File: config.mk
export PLATFORM = sky130hd
export DESIGN_NAME = nmea_rmc_clock_digits
export DESIGN_NICKNAME = d
export VERILOG_FILES = /design/src/hdl/nrcd_pkg.sv /design/src/hdl/nrcd_front.sv /design/src/hdl/nrcd_queue.sv /design/src/hdl/nrcd_back.sv /design/src/hdl/nmea_rmc_clock_digits.sv
export SDC_FILE = /design/constraint.sdc
export NUM_CORES = 1
export LEC_CHECK = 0
export ABC_AREA = 1
export BUFFER_PORTS_ARGS = -buffer_cell sky130_fd_sc_hd__buf_2
export CORE_UTILIZATION = 30
export CTS_BUF_LIST = sky130_fd_sc_hd__clkbuf_4 sky130_fd_sc_hd__clkbuf_8 sky130_fd_sc_hd__clkbuf_16
export CTS_CLUSTER_SIZE = 16
export DETAILED_ROUTE_END_ITERATION = 10
export GPL_TIMING_DRIVEN = 0
export SLEW_MARGIN = 20
export SYNTH_ARGS = -nofsm -noshare
export SYNTH_HDL_FRONTEND = slang
export SYNTH_SLANG_ARGS = --single-unit
File: constraint.sdc
create_clock -name clk -period 7 [get_ports clk]
set_clock_uncertainty 0.05 [all_clocks]
set_input_delay 0.7 -clock clk [delete_from_list [all_inputs] [get_ports clk]]
set_output_delay 0.7 -clock clk [all_outputs]
set_load 0.02 [all_outputs]
File: src/hdl/nrcd_pkg.sv
// ----------------------------------------------------------------------------
// nrcd_pkg
// Shared types, constants and lookup functions of the RMC clock digit block.
// ----------------------------------------------------------------------------
package nrcd_pkg;

  localparam int FieldLimitDef = 16;
  localparam int QueueDepth    = 2;
  localparam int CfgAddrW      = 3;
  localparam int CfgDataW      = 32;
  localparam int ZoneW         = 4;
  localparam int HdrIdxW       = 3;

  localparam logic [ZoneW-1:0]    ZoneOffsetRst = 4'd4;
  localparam logic [CfgAddrW-1:0] AddrZoneOffset = 3'd0;
  localparam logic [HdrIdxW-1:0]  HdrLast       = 3'd6;
  localparam logic [7:0]          CharComma     = 8'h2C;
  localparam logic [3:0]          DigitRst      = 4'd8;

  typedef enum logic [2:0] {
    ST_HDR   = 3'b001,
    ST_FIELD = 3'b010,
    ST_EMIT  = 3'b100
  } front_state_t;

  typedef struct packed {
    logic [3:0] hour_tens;
    logic [3:0] hour_units;
    logic [3:0] minute_tens;
    logic [3:0] minute_units;
  } digits_t;

  function automatic logic [7:0] hdr_char(input logic [HdrIdxW-1:0] idx);
    logic [7:0] c;
    unique case (idx)
      3'd0:    c = 8'h24;
      3'd1:    c = 8'h47;
      3'd2:    c = 8'h50;
      3'd3:    c = 8'h52;
      3'd4:    c = 8'h4D;
      3'd5:    c = 8'h43;
      default: c = CharComma;
    endcase
    return c;
  endfunction

  function automatic logic [7:0] seg_pattern(input logic [3:0] d);
    logic [7:0] s;
    unique case (d)
      4'd0:    s = 8'hEB;
      4'd1:    s = 8'h60;
      4'd2:    s = 8'hC7;
      4'd3:    s = 8'hE5;
      4'd4:    s = 8'h6C;
      4'd5:    s = 8'hAD;
      4'd6:    s = 8'hAF;
      4'd7:    s = 8'hE0;
      4'd8:    s = 8'hEF;
      4'd9:    s = 8'hED;
      default: s = 8'h00;
    endcase
    return s;
  endfunction

endpackage

File: src/hdl/nrcd_front.sv
// ----------------------------------------------------------------------------
// nrcd_front
// Header match, time field capture and 12-hour conversion; queues emits.
// ----------------------------------------------------------------------------
module nrcd_front #(
  parameter int FIELD_LIMIT = nrcd_pkg::FieldLimitDef
) (
  input  logic                        clk,
  input  logic                        rst_n,
  input  logic                        acc,
  input  logic [7:0]                  rx_byte,
  input  logic [nrcd_pkg::ZoneW-1:0]  zone_offset,
  output logic                        push,
  output nrcd_pkg::digits_t           push_digits
);

  localparam int CntW = $clog2(FIELD_LIMIT + 1);
  localparam logic [CntW-1:0] CntLimit = CntW'(FIELD_LIMIT);
  localparam logic [CntW-1:0] CntMin   = CntW'(7);
  localparam logic [CntW-1:0] CntKeep  = CntW'(4);

  nrcd_pkg::front_state_t          state_r, state_nxt;
  logic [nrcd_pkg::HdrIdxW-1:0]    idx_r, idx_nxt;
  logic [CntW-1:0]                 cnt_r, cnt_nxt;
  nrcd_pkg::digits_t               digits_r, digits_nxt;
  logic [3:0]                      chars_r [4];
  logic                            char_we;

  logic [7:0] h0, h1, h2, zone8;
  logic [8:0] diff;
  logic       over;
  nrcd_pkg::digits_t conv;

  // 12-hour conversion of the captured field
  always_comb begin
    zone8 = {4'b0, zone_offset};
    h0    = {1'b0, chars_r[0], 3'b0} + {3'b0, chars_r[0], 1'b0} + {4'b0, chars_r[1]};
    h1    = (h0 > 8'd12) ? h0 - 8'd12 : h0;
    h2    = (h1 <= zone8) ? h1 + 8'd12 : h1;
    diff  = {1'b0, h2} - {1'b0, zone8};
    over  = diff[8] || (diff[7:0] > 8'd9);
    conv.hour_tens    = over ? 4'd1 : 4'd0;
    conv.hour_units   = over ? diff[3:0] - 4'd10 : diff[3:0];
    conv.minute_tens  = chars_r[2];
    conv.minute_units = chars_r[3];
  end

  always_comb begin
    state_nxt  = state_r;
    idx_nxt    = idx_r;
    cnt_nxt    = cnt_r;
    digits_nxt = digits_r;
    char_we    = 1'b0;
    push       = 1'b0;
    if (acc) begin
      unique case (state_r)
        nrcd_pkg::ST_HDR: begin
          if (rx_byte == nrcd_pkg::hdr_char(idx_r)) begin
            if (idx_r == nrcd_pkg::HdrLast) begin
              state_nxt = nrcd_pkg::ST_FIELD;
              idx_nxt   = '0;
              cnt_nxt   = '0;
            end else begin
              idx_nxt = idx_r + 1'b1;
            end
          end else begin
            idx_nxt = '0;
          end
        end
        nrcd_pkg::ST_FIELD: begin
          if (rx_byte == nrcd_pkg::CharComma) begin
            digits_nxt = (cnt_r > CntMin) ? conv : '0;
            cnt_nxt    = '0;
            state_nxt  = nrcd_pkg::ST_EMIT;
          end else if (cnt_r < CntLimit) begin
            char_we = (cnt_r < CntKeep);
            cnt_nxt = cnt_r + 1'b1;
          end
        end
        nrcd_pkg::ST_EMIT: begin
          push      = 1'b1;
          state_nxt = nrcd_pkg::ST_HDR;
          idx_nxt   = '0;
        end
        default: begin
          state_nxt = nrcd_pkg::ST_HDR;
          idx_nxt   = '0;
        end
      endcase
    end
  end

  assign push_digits = digits_r;

  always_ff @(posedge clk) begin
    if (!rst_n) begin
      state_r  <= nrcd_pkg::ST_HDR;
      idx_r    <= '0;
      cnt_r    <= '0;
      digits_r <= {nrcd_pkg::DigitRst, nrcd_pkg::DigitRst,
                   nrcd_pkg::DigitRst, nrcd_pkg::DigitRst};
    end else begin
      state_r  <= state_nxt;
      idx_r    <= idx_nxt;
      cnt_r    <= cnt_nxt;
      digits_r <= digits_nxt;
    end
  end

  always_ff @(posedge clk) begin
    if (char_we) begin
      chars_r[cnt_r[1:0]] <= rx_byte[3:0];
    end
  end

endmodule

File: src/hdl/nrcd_queue.sv
// ----------------------------------------------------------------------------
// nrcd_queue
// Small register FIFO of digit sets between the parser and the output stage.
// ----------------------------------------------------------------------------
module nrcd_queue (
  input  logic              clk,
  input  logic              rst_n,
  input  logic              push,
  input  nrcd_pkg::digits_t push_digits,
  input  logic              pop,
  output logic              full,
  output logic              empty,
  output nrcd_pkg::digits_t head
);

  localparam int PtrW = (nrcd_pkg::QueueDepth > 1) ? $clog2(nrcd_pkg::QueueDepth) : 1;
  localparam int CntW = $clog2(nrcd_pkg::QueueDepth + 1);
  localparam logic [PtrW-1:0] PtrLast = PtrW'(nrcd_pkg::QueueDepth - 1);
  localparam logic [CntW-1:0] CntFull = CntW'(nrcd_pkg::QueueDepth);

  nrcd_pkg::digits_t mem_r [nrcd_pkg::QueueDepth];
  logic [PtrW-1:0]   wr_r, wr_nxt, rd_r, rd_nxt;
  logic [CntW-1:0]   cnt_r, cnt_nxt;
  logic              do_push, do_pop;

  assign full    = (cnt_r == CntFull);
  assign empty   = (cnt_r == '0);
  assign do_push = push && !full;
  assign do_pop  = pop && !empty;
  assign head    = mem_r[rd_r];

  always_comb begin
    wr_nxt  = wr_r;
    rd_nxt  = rd_r;
    cnt_nxt = cnt_r;
    if (do_push) begin
      wr_nxt = (wr_r == PtrLast) ? '0 : wr_r + 1'b1;
    end
    if (do_pop) begin
      rd_nxt = (rd_r == PtrLast) ? '0 : rd_r + 1'b1;
    end
    if (do_push && !do_pop) begin
      cnt_nxt = cnt_r + 1'b1;
    end else if (do_pop && !do_push) begin
      cnt_nxt = cnt_r - 1'b1;
    end
  end

  always_ff @(posedge clk) begin
    if (!rst_n) begin
      wr_r  <= '0;
      rd_r  <= '0;
      cnt_r <= '0;
    end else begin
      wr_r  <= wr_nxt;
      rd_r  <= rd_nxt;
      cnt_r <= cnt_nxt;
    end
  end

  always_ff @(posedge clk) begin
    if (do_push) begin
      mem_r[wr_r] <= push_digits;
    end
  end

endmodule

File: src/hdl/nrcd_back.sv
// ----------------------------------------------------------------------------
// nrcd_back
// Output stage: segment decode with leading blank and registered result.
// ----------------------------------------------------------------------------
module nrcd_back (
  input  logic              clk,
  input  logic              rst_n,
  input  logic              q_empty,
  input  nrcd_pkg::digits_t q_head,
  output logic              q_pop,
  output logic              out_valid,
  input  logic              out_stall,
  output logic [3:0]        out_hour_tens,
  output logic [3:0]        out_hour_units,
  output logic [3:0]        out_minute_tens,
  output logic [3:0]        out_minute_units,
  output logic [7:0]        out_seg_hour_tens,
  output logic [7:0]        out_seg_hour_units,
  output logic [7:0]        out_seg_minute_tens,
  output logic [7:0]        out_seg_minute_units
);

  logic              valid_r, valid_nxt;
  nrcd_pkg::digits_t dig_r;
  logic [7:0]        seg_ht_r, seg_hu_r, seg_mt_r, seg_mu_r;

  assign q_pop     = !q_empty && (!valid_r || !out_stall);
  assign valid_nxt = q_pop || (valid_r && out_stall);

  always_ff @(posedge clk) begin
    if (!rst_n) begin
      valid_r <= 1'b0;
    end else begin
      valid_r <= valid_nxt;
    end
  end

  always_ff @(posedge clk) begin
    if (q_pop) begin
      dig_r    <= q_head;
      seg_ht_r <= (q_head.hour_tens == 4'd0) ? 8'h00
                                              : nrcd_pkg::seg_pattern(q_head.hour_tens);
      seg_hu_r <= nrcd_pkg::seg_pattern(q_head.hour_units);
      seg_mt_r <= nrcd_pkg::seg_pattern(q_head.minute_tens);
      seg_mu_r <= nrcd_pkg::seg_pattern(q_head.minute_units);
    end
  end

  assign out_valid            = valid_r;
  assign out_hour_tens        = dig_r.hour_tens;
  assign out_hour_units       = dig_r.hour_units;
  assign out_minute_tens      = dig_r.minute_tens;
  assign out_minute_units     = dig_r.minute_units;
  assign out_seg_hour_tens    = seg_ht_r;
  assign out_seg_hour_units   = seg_hu_r;
  assign out_seg_minute_tens  = seg_mt_r;
  assign out_seg_minute_units = seg_mu_r;

endmodule

File: src/hdl/nmea_rmc_clock_digits.sv
// ----------------------------------------------------------------------------
// nmea_rmc_clock_digits
// RMC sentence time parser producing local 12-hour clock digits and segments.
// ----------------------------------------------------------------------------
// One byte transfer is taken per clock cycle. The input stalls only while the
// two-entry queue between the parser and the output register is full, which
// happens only when the output side stalls. A result follows the byte after
// the time field's closing comma: it is written into the queue when that byte
// is taken and then moves on to the output register. The zone offset register
// sits at byte address 0 of the APB port and resets to 4.
module nmea_rmc_clock_digits #(
  parameter int FIELD_LIMIT = nrcd_pkg::FieldLimitDef
) (
  input  logic                          clk,
  input  logic                          rst_n,
  input  logic                          in_valid,
  output logic                          in_stall,
  input  logic [7:0]                    in_rx_byte,
  output logic                          out_valid,
  input  logic                          out_stall,
  output logic [3:0]                    out_hour_tens,
  output logic [3:0]                    out_hour_units,
  output logic [3:0]                    out_minute_tens,
  output logic [3:0]                    out_minute_units,
  output logic [7:0]                    out_seg_hour_tens,
  output logic [7:0]                    out_seg_hour_units,
  output logic [7:0]                    out_seg_minute_tens,
  output logic [7:0]                    out_seg_minute_units,
  input  logic                          psel,
  input  logic                          penable,
  input  logic                          pwrite,
  input  logic [nrcd_pkg::CfgAddrW-1:0] paddr,
  input  logic [nrcd_pkg::CfgDataW-1:0] pwdata,
  output logic [nrcd_pkg::CfgDataW-1:0] prdata,
  output logic                          pready
);

  logic [nrcd_pkg::ZoneW-1:0] zone_r, zone_nxt;
  logic                       in_acc, push, q_full, q_empty, q_pop;
  nrcd_pkg::digits_t          push_digits, q_head;

  assign pready = 1'b1;

  always_comb begin
    zone_nxt = zone_r;
    if (psel && penable && pwrite && pready && (paddr == nrcd_pkg::AddrZoneOffset)) begin
      zone_nxt = pwdata[nrcd_pkg::ZoneW-1:0];
    end
  end

  always_comb begin
    prdata = '0;
    if (paddr == nrcd_pkg::AddrZoneOffset) begin
      prdata[nrcd_pkg::ZoneW-1:0] = zone_r;
    end
  end

  always_ff @(posedge clk) begin
    if (!rst_n) begin
      zone_r <= nrcd_pkg::ZoneOffsetRst;
    end else begin
      zone_r <= zone_nxt;
    end
  end

  assign in_stall = q_full;
  assign in_acc   = in_valid && !in_stall;

  nrcd_front #(
    .FIELD_LIMIT(FIELD_LIMIT)
  ) u_front (
    .clk         (clk),
    .rst_n       (rst_n),
    .acc         (in_acc),
    .rx_byte     (in_rx_byte),
    .zone_offset (zone_r),
    .push        (push),
    .push_digits (push_digits)
  );

  nrcd_queue u_queue (
    .clk         (clk),
    .rst_n       (rst_n),
    .push        (push),
    .push_digits (push_digits),
    .pop         (q_pop),
    .full        (q_full),
    .empty       (q_empty),
    .head        (q_head)
  );

  nrcd_back u_back (
    .clk                  (clk),
    .rst_n                (rst_n),
    .q_empty              (q_empty),
    .q_head               (q_head),
    .q_pop                (q_pop),
    .out_valid            (out_valid),
    .out_stall            (out_stall),
    .out_hour_tens        (out_hour_tens),
    .out_hour_units       (out_hour_units),
    .out_minute_tens      (out_minute_tens),
    .out_minute_units     (out_minute_units),
    .out_seg_hour_tens    (out_seg_hour_tens),
    .out_seg_hour_units   (out_seg_hour_units),
    .out_seg_minute_tens  (out_seg_minute_tens),
    .out_seg_minute_units (out_seg_minute_units)
  );

endmodule

== Yosys cells after proc, flatten, opt, wreduce, memory -nomap -nowiden ==
Memory sizes are Yosys's and may differ from the RTL's. A register that Yosys moved wholly into a read port is not among the register bits.
Index checks and enable logic that the tools add are counted.

* Register bits after elaboration: 84
* Memory bits (writable): 48
* ROM bits: 448
* Memories kept: 6
* Logic and storage cells: 127

* Reduce and logical (&&, ||, !) cells: 29
* Multiplexer cells: 37
* Magnitude comparators: 6
* Eq/ne operators: 16
* Bitwise operators: 1
* $add $sub $neg: 12

{| class="wikitable"
|+ Memories
! memory !! words !! bits a word !! rd ports !! clocked after Yosys merged registers in !! write ports !! line !! RTL
|-
| (name not given) || 16 || 7 || 1 || 1 || 0 || nrcd_pkg.sv:49 || <nowiki>unique case (d)</nowiki>
|-
| (name not given) || 16 || 7 || 1 || 1 || 0 || nrcd_pkg.sv:49 ||
|-
| (name not given) || 16 || 7 || 1 || 1 || 0 || nrcd_pkg.sv:49 ||
|-
| (name not given) || 16 || 7 || 1 || 1 || 0 || nrcd_pkg.sv:49 ||
|-
| u_queue.mem_r || 2 || 16 || 1 || 1 || 1 || nrcd_queue.sv:21 || <nowiki>nrcd_pkg::digits_t mem_r [nrcd_pkg::QueueDepth];</nowiki>
|-
| u_front.chars_r || 4 || 4 || 4 || 0 || 1 || nrcd_front.sv:26 || <nowiki>logic [3:0] chars_r [4];</nowiki>
|}

{| class="wikitable"
|+ Operators by type and width
! kind !! count
|-
| $pmux 7 s6 || 1
|-
| $mux 8 || 4
|-
| $mux 5 || 4
|-
| $gt 8x4->1 const B || 2
|-
| $mux 16 || 1
|-
| $mux 1 || 15
|-
| $mux 3 || 5
|-
| $eq 3x3->1 const B || 4
|-
| $pmux 3 s2 || 2
|-
| $logic_and 1x1->1 || 10
|-
| $pmux 5 s2 || 1
|-
| $eq 3x2->1 const B || 3
|-
| $sub 8x4->9 || 1
|-
| $add 7x5->8 || 1
|-
| $add 8x4->8 || 1
|-
| $add 8x4->8 const B || 1
|-
| $eq 8x6->1 const B || 1
|-
| $eq 8x8->1 || 1
|-
| $le 8x4->1 || 1
|-
| $mux 4 || 2
|-
| $sub 8x4->8 const B || 1
|-
| $eq 3x1->1 const B || 2
|-
| $logic_not 1->1 || 6
|-
| $logic_not 3->1 || 2
|-
| other kinds (22) || 29
|}

== Logic depth before layout (Yosys ltp) ==
An unclocked memory read counts as a cell.

* Depth in word-level cells: 12
* Mapped depth: 33
* Gate-level depth less buffers: 33

== Hierarchy ==
A second synthesis with hierarchy kept.

* Cell total of the unflattened synthesis: 699
* Area, all modules: 6892.9 um^2

{| class="wikitable"
|+ Modules (own cells, without submodules)
! module !! instances !! area each (um^2) !! cells an instance
|-
| nrcd_front || 1 || 2806.4 || 351
|-
| nrcd_back || 1 || 2162.1 || 188
|-
| nrcd_queue || 1 || 1455.1 || 88
|-
| nmea_rmc_clock_digits || 1 || 469.2 || 72
|}

== Least setup slack after synthesis ==
Ideal clock, no wire load.

* Kind: register -> register
* Start point: mem u_front.chars_r[0][0]
* End point: reg u_front.digits_r, in the netlist u_front.push_digits[11]
* Data required time: 6831 ps
* Arrival time: 4816 ps
* Cell stages (with the launch flop): 28
* Setup slack: 2015 ps
* Clock period less this slack: 4985 ps
* Cell sequence: edfxtp_1 > fa_1 > fa_1 > ha_1 > o21a_1 > nor2_1 > nand3_1 > nor2_1 > or2_2 > o21a_1 > ha_1 > a21oi_1 > a32o_1 > nand2_1 > nor2_1 > nand2_1 > xor2_1 > ha_1 > nand2_1 > nor2_1 > a211oi_1 > xnor2_1 > o21ai_0 > nand3_1 > nor2_1 > nand3_2 > a21oi_1 > o21ai_1

{| class="wikitable"
|+ RTL lines
! item !! line !! RTL
|-
| start: declaration || nrcd_front.sv:26 ||
|-
| end signal: assignment || nrcd_front.sv:100 || <nowiki>digits_r <= {nrcd_pkg::DigitRst, nrcd_pkg::DigitRst,</nowiki>
|-
| end signal: assignment || nrcd_front.sv:106 || <nowiki>digits_r <= digits_nxt;</nowiki>
|-
| end: declaration || nrcd_front.sv:25 || <nowiki>nrcd_pkg::digits_t digits_r, digits_nxt;</nowiki>
|}

==> impl.org <==
** Power
- Sequential group share of total power :: 0.362
- Clock share of power :: 0.305
- In this run the power spent charging and discharging nets is 0.000956 W.
- For this design the ratio of total power to cell area is 369 nW/um^2.
- Logic pwr share :: 0.333
- Leak Pwr :: 3.33 nW
- After layout, the design draws a total of 0.00276 W.
- The worst-case IR drop observed on VDD is 0.000155 V.
- Switching fraction of total power :: 0.346
- Internal power consumption :: 0.00181 W

** STA
- The final count of pins violating max slew was 0.
- Highest clock frequency the design can meet :: 0.178 GHz
- Worst slack on hold paths :: 402 ps
- Worst max-slew margin expressed relative to the limit :: 0.484
- Of the available clock period, the critical path in the final layout requires 0.803.
- For the pin with the worst max-slew slack, the measured transition is 773 ps.
- In the final timing run, aggregate negative setup slack is 0 ps.
- The clock period could shrink to 5620 ps.
- Setup repair after global routing missed its margin :: no
- The final count of hold timing violations came to 0.
- Setup violations remaining at the end of the flow were counted as 0.

** Cells and area
- Measured on the finished design, the core utilization comes to 0.382.
- Number of fill cells in the layout :: 1978
- In the final layout, flip-flops and latches occupy 3190 um^2.
- Inserted Diodes :: 0
- Post-layout nets :: 833
- In the final layout, the share of cells above drive strength 1 is 0.251.
- After routing the design area is 7500 um^2.
- Area of the multi-input gates :: 2410 um^2
- Relative to the synthesized area, the layout overhead comes to 23.3%.

** Clock tree
- The clock tree synthesis step divided the H-tree into 4 levels.
- In this run, post-CTS hold repair placed 0 buffers.
- CTS Buf Count :: 17
- Max clock buf depth :: 2
- After clock tree synthesis, the setup repair step added 0 buffers.
- Clock transition at the registers of the reported paths :: 50 ps
- Once the clock tree was built, the resizer swapped 0 gates to a different size.
- Clock tree root driver cell :: sky130_fd_sc_hd__clkbuf_16
- TritonCTS built the clock tree.
- Total number of clock tree sinks :: 118
- The clock reaches the later pin of the worst-skew pair after 410 ps.

** Yosys
- Number of storage elements in the synthesis netlist :: 118
- Distinct cell type count of the synthesized netlist :: 45
- Average instance area after synthesis :: 9.85 um^2
- Synthesis handed over a netlist of 618 instances.
- Predominant post-synthesis flop cell :: sky130_fd_sc_hd__edfxtp_1
- Of the synthesized area, sequential elements account for 0.525.
- Yosys warning total :: 0
- Total standard cell area after synthesis :: 6080 um^2
- The synthesized design contains 83 enable-type register cells.
- For this run, asynchronously set or reset flops after synthesis account for 0.

** Floorplan
- Die footprint :: 20900 um^2
- 133 I/O pins were placed.
- The floorplan has 51 rows.
- The total area inside the core boundary comes to 19700 um^2.
- The die is 144 um tall.
- Initial core utilization :: 0.310
- The die is 144 um wide.

** Drt
- In the routed design, unresolved DRC markers number 0.
- For this run, the detailed router's first-pass iteration total came to 5.
- Detailed routing inserted a total of 4204 vias.
- Metal1 wirelength :: 5.07 mm
- Once detail routing completed, the nets flagged for antenna violations numbered 0.
- 1st-iter DRT viols :: 211
- After detailed routing, the met3 layer carries 393 um of wire.
- Final routed wirelength across all metal layers :: 10.8 mm
- Dividing the detail-routed wire length by the instance count gives 10.6 um.
- DR vias/cell :: 4.13
- Wire segments on met2 add up to 5.21 mm in the final route.
- Highest metal layer with signal wires :: met4

** GRT
- Initial antenna violation count :: 0
- Entering global routing, the biggest net connects 38 pins.
- After global routing the overflow that remains totals 0.
- The via count of the first global-routing pass is 3707.
- The first global-routing pass estimated 17.5 mm of wire.
- Total GRT Usage :: 0.110

** Run status
- The flow ran to the end, and the final reports show no timing, DRC or antenna violations.

** Critical path
- Delay of the slowest cell on the worst path :: 560 ps
- At the worst endpoint, the arrival time is 5900 ps.
- Among all stages on the critical path, the largest delay is contributed by sky130_fd_sc_hd__fa_1.
- Crit path kind :: reg2reg
- Most common cell type on the critical path :: sky130_fd_sc_hd__nor2_1
- Critical path required time :: 7280 ps
- Kind of end point of the critical path :: register
- Category of the worst setup path launch point :: register
- Crit-path max FO :: 5

** Place
- After legalization and detailed placement, the total HPWL measured 8.10 mm.
- In this run the cell area measured after placement is 6910 um^2.
- The congestion estimate from routability-driven global placement came to 0.785.
- PortBufs :: 69

** Flow run
- Max-Cap Viols :: 0

** Hold path
- The worst hold path belongs to the class reg2reg.
power by group through the flow:
stage / clock (W) / combinational [W] / sequential, W
2_1_floorplan: 0 / 0.000545 / 0.00115
3_3_place_gp: 0 / 0.000905 / 0.00102
3_5_place_dp: 0 / 0.000929 / 0.00102
4_1_cts: 0.000862 / 0.000935 / 0.00100
5_1_grt: 0.000894 / 0.00105 / 0.00102
6_report: 0.000842 / 0.000921 / 0.00100
logic make-up (layout without fill, tap and decap cells):
logic type	count (synthesis)	after routing	synth area share
other cells	2	35	0.00123
xor+xnor	11	11	0.0158
flops	118	118	0.525
simple gates	226	226	0.175
buf+inv	124	226	0.0999
compound gates	94	94	0.0909
fa+ha+maj	43	43	0.0921
registers in the layout (all words and copies together) (netlist names), 5 cells and up, named ones only:
name / count
u_queue.mem_r: 28
u_front.chars_r: 16
u_front.push_digits: 14
u_back.out_seg_hour_units: 7
u_back.out_seg_minute_tens: 7
u_back.out_seg_minute_units: 7
u_front.cnt_r: 5
cell type report:
| class | count | share of cell area |
|---|---|---|
| Tap cell | 265 | 0.0442 |
| Timing Repair Buffer | 70 | 0.0487 |
| Sequential cell | 118 | 0.426 |
| Buffer | 44 | 0.0410 |
| Clock inverter | 11 | 0.0123 |
| Inverter | 80 | 0.0400 |
| Clock buffer | 21 | 0.0662 |
| Multi-Input combinational cell | 409 | 0.322 |
layout by cell type, fill, tap and decap left out, drive strengths merged, types with 2 or more instances in the layout:
master and instances:
buf 108, a21oi 38, conb 35, edfxtp 83, ha 40, nor3 9, clkbuf 27, o21ai 33
nand3b 3, nor2 45, nand4 11, nor4 3, nand2 111, o21a 3, inv 83, or2 21
xnor2 2, fa 3, dfxtp 35, a31oi 10, clkinv 6, a221o 2, nand3 23, xor2 9
cell usage after synthesis, types with 3 or more instances:
cell                         n  area (um^2)
sky130_fd_sc_hd__a21oi_1    36          180
sky130_fd_sc_hd__dfxtp_1    35          701
sky130_fd_sc_hd__o21a_1      3         22.5
sky130_fd_sc_hd__ha_1       40          500
sky130_fd_sc_hd__inv_2       6         22.5
sky130_fd_sc_hd__xor2_1      9         78.8
sky130_fd_sc_hd__nor4_1      3         18.8
sky130_fd_sc_hd__nand2_1   106          398
sky130_fd_sc_hd__nor3_1      8         40.0
sky130_fd_sc_hd__edfxtp_1   83         2490
sky130_fd_sc_hd__buf_4      38          285
sky130_fd_sc_hd__a31oi_1    10         62.6
sky130_fd_sc_hd__fa_1        3         60.1
sky130_fd_sc_hd__clkbuf_1    6         22.5
sky130_fd_sc_hd__or2_2      20          125
sky130_fd_sc_hd__inv_1      74          278
sky130_fd_sc_hd__nand3_1    19         95.1
sky130_fd_sc_hd__o21ai_0    29          145
sky130_fd_sc_hd__nand4_1     9         56.3
sky130_fd_sc_hd__nand2_2     3         18.8
sky130_fd_sc_hd__nor2_1     44          165
sky130_fd_sc_hd__nand3_2     4         40.0
layer usage:
metal / vias to the layer above / global-route usage
li1: 2253 / -
met1: 1868 / 0.129
met2: 72 / 0.185
met3: 11 / 0.0328
met4: 0 / 0.0465
met5: - / 0
per-stage QoR:
step / instances / setup slack, ps
floorplan: 651 / 2010
global placement: 985 / 1480
detailed placement: 986 / 1390
CTS: 1018 / 1370
global route: 1018 / 744
finish: 1018 / 1380
final timing paths:
kind | startpoint | endpoint | slack [ps] | cells after the start
max | u_front.chars_r[0][0]$_DFFE_PP_ | u_front.push_digits[9]$_SDFFE_PN0P_ | 1380 | 28
min | u_front.push_digits[2]$_SDFFE_PN0P_ | u_queue.mem_r[0][2]$_DFFE_PP_ | 400 | 0
max reg2reg | u_front.chars_r[0][0]$_DFFE_PP_ | u_front.push_digits[9]$_SDFFE_PN0P_ | 1380 | 28
min reg2reg | u_front.push_digits[2]$_SDFFE_PN0P_ | u_queue.mem_r[0][2]$_DFFE_PP_ | 400 | 0
critical path, delay by kind of cell (launching register included):
kind / cells / cell delay, ps
compound gates: 7 / 1170
simple gates: 14 / 1630
fa+ha+maj: 5 / 1950
flops: 1 / 420
xor+xnor: 2 / 320
No activity file was read; power rests on OpenSTA's default activity.
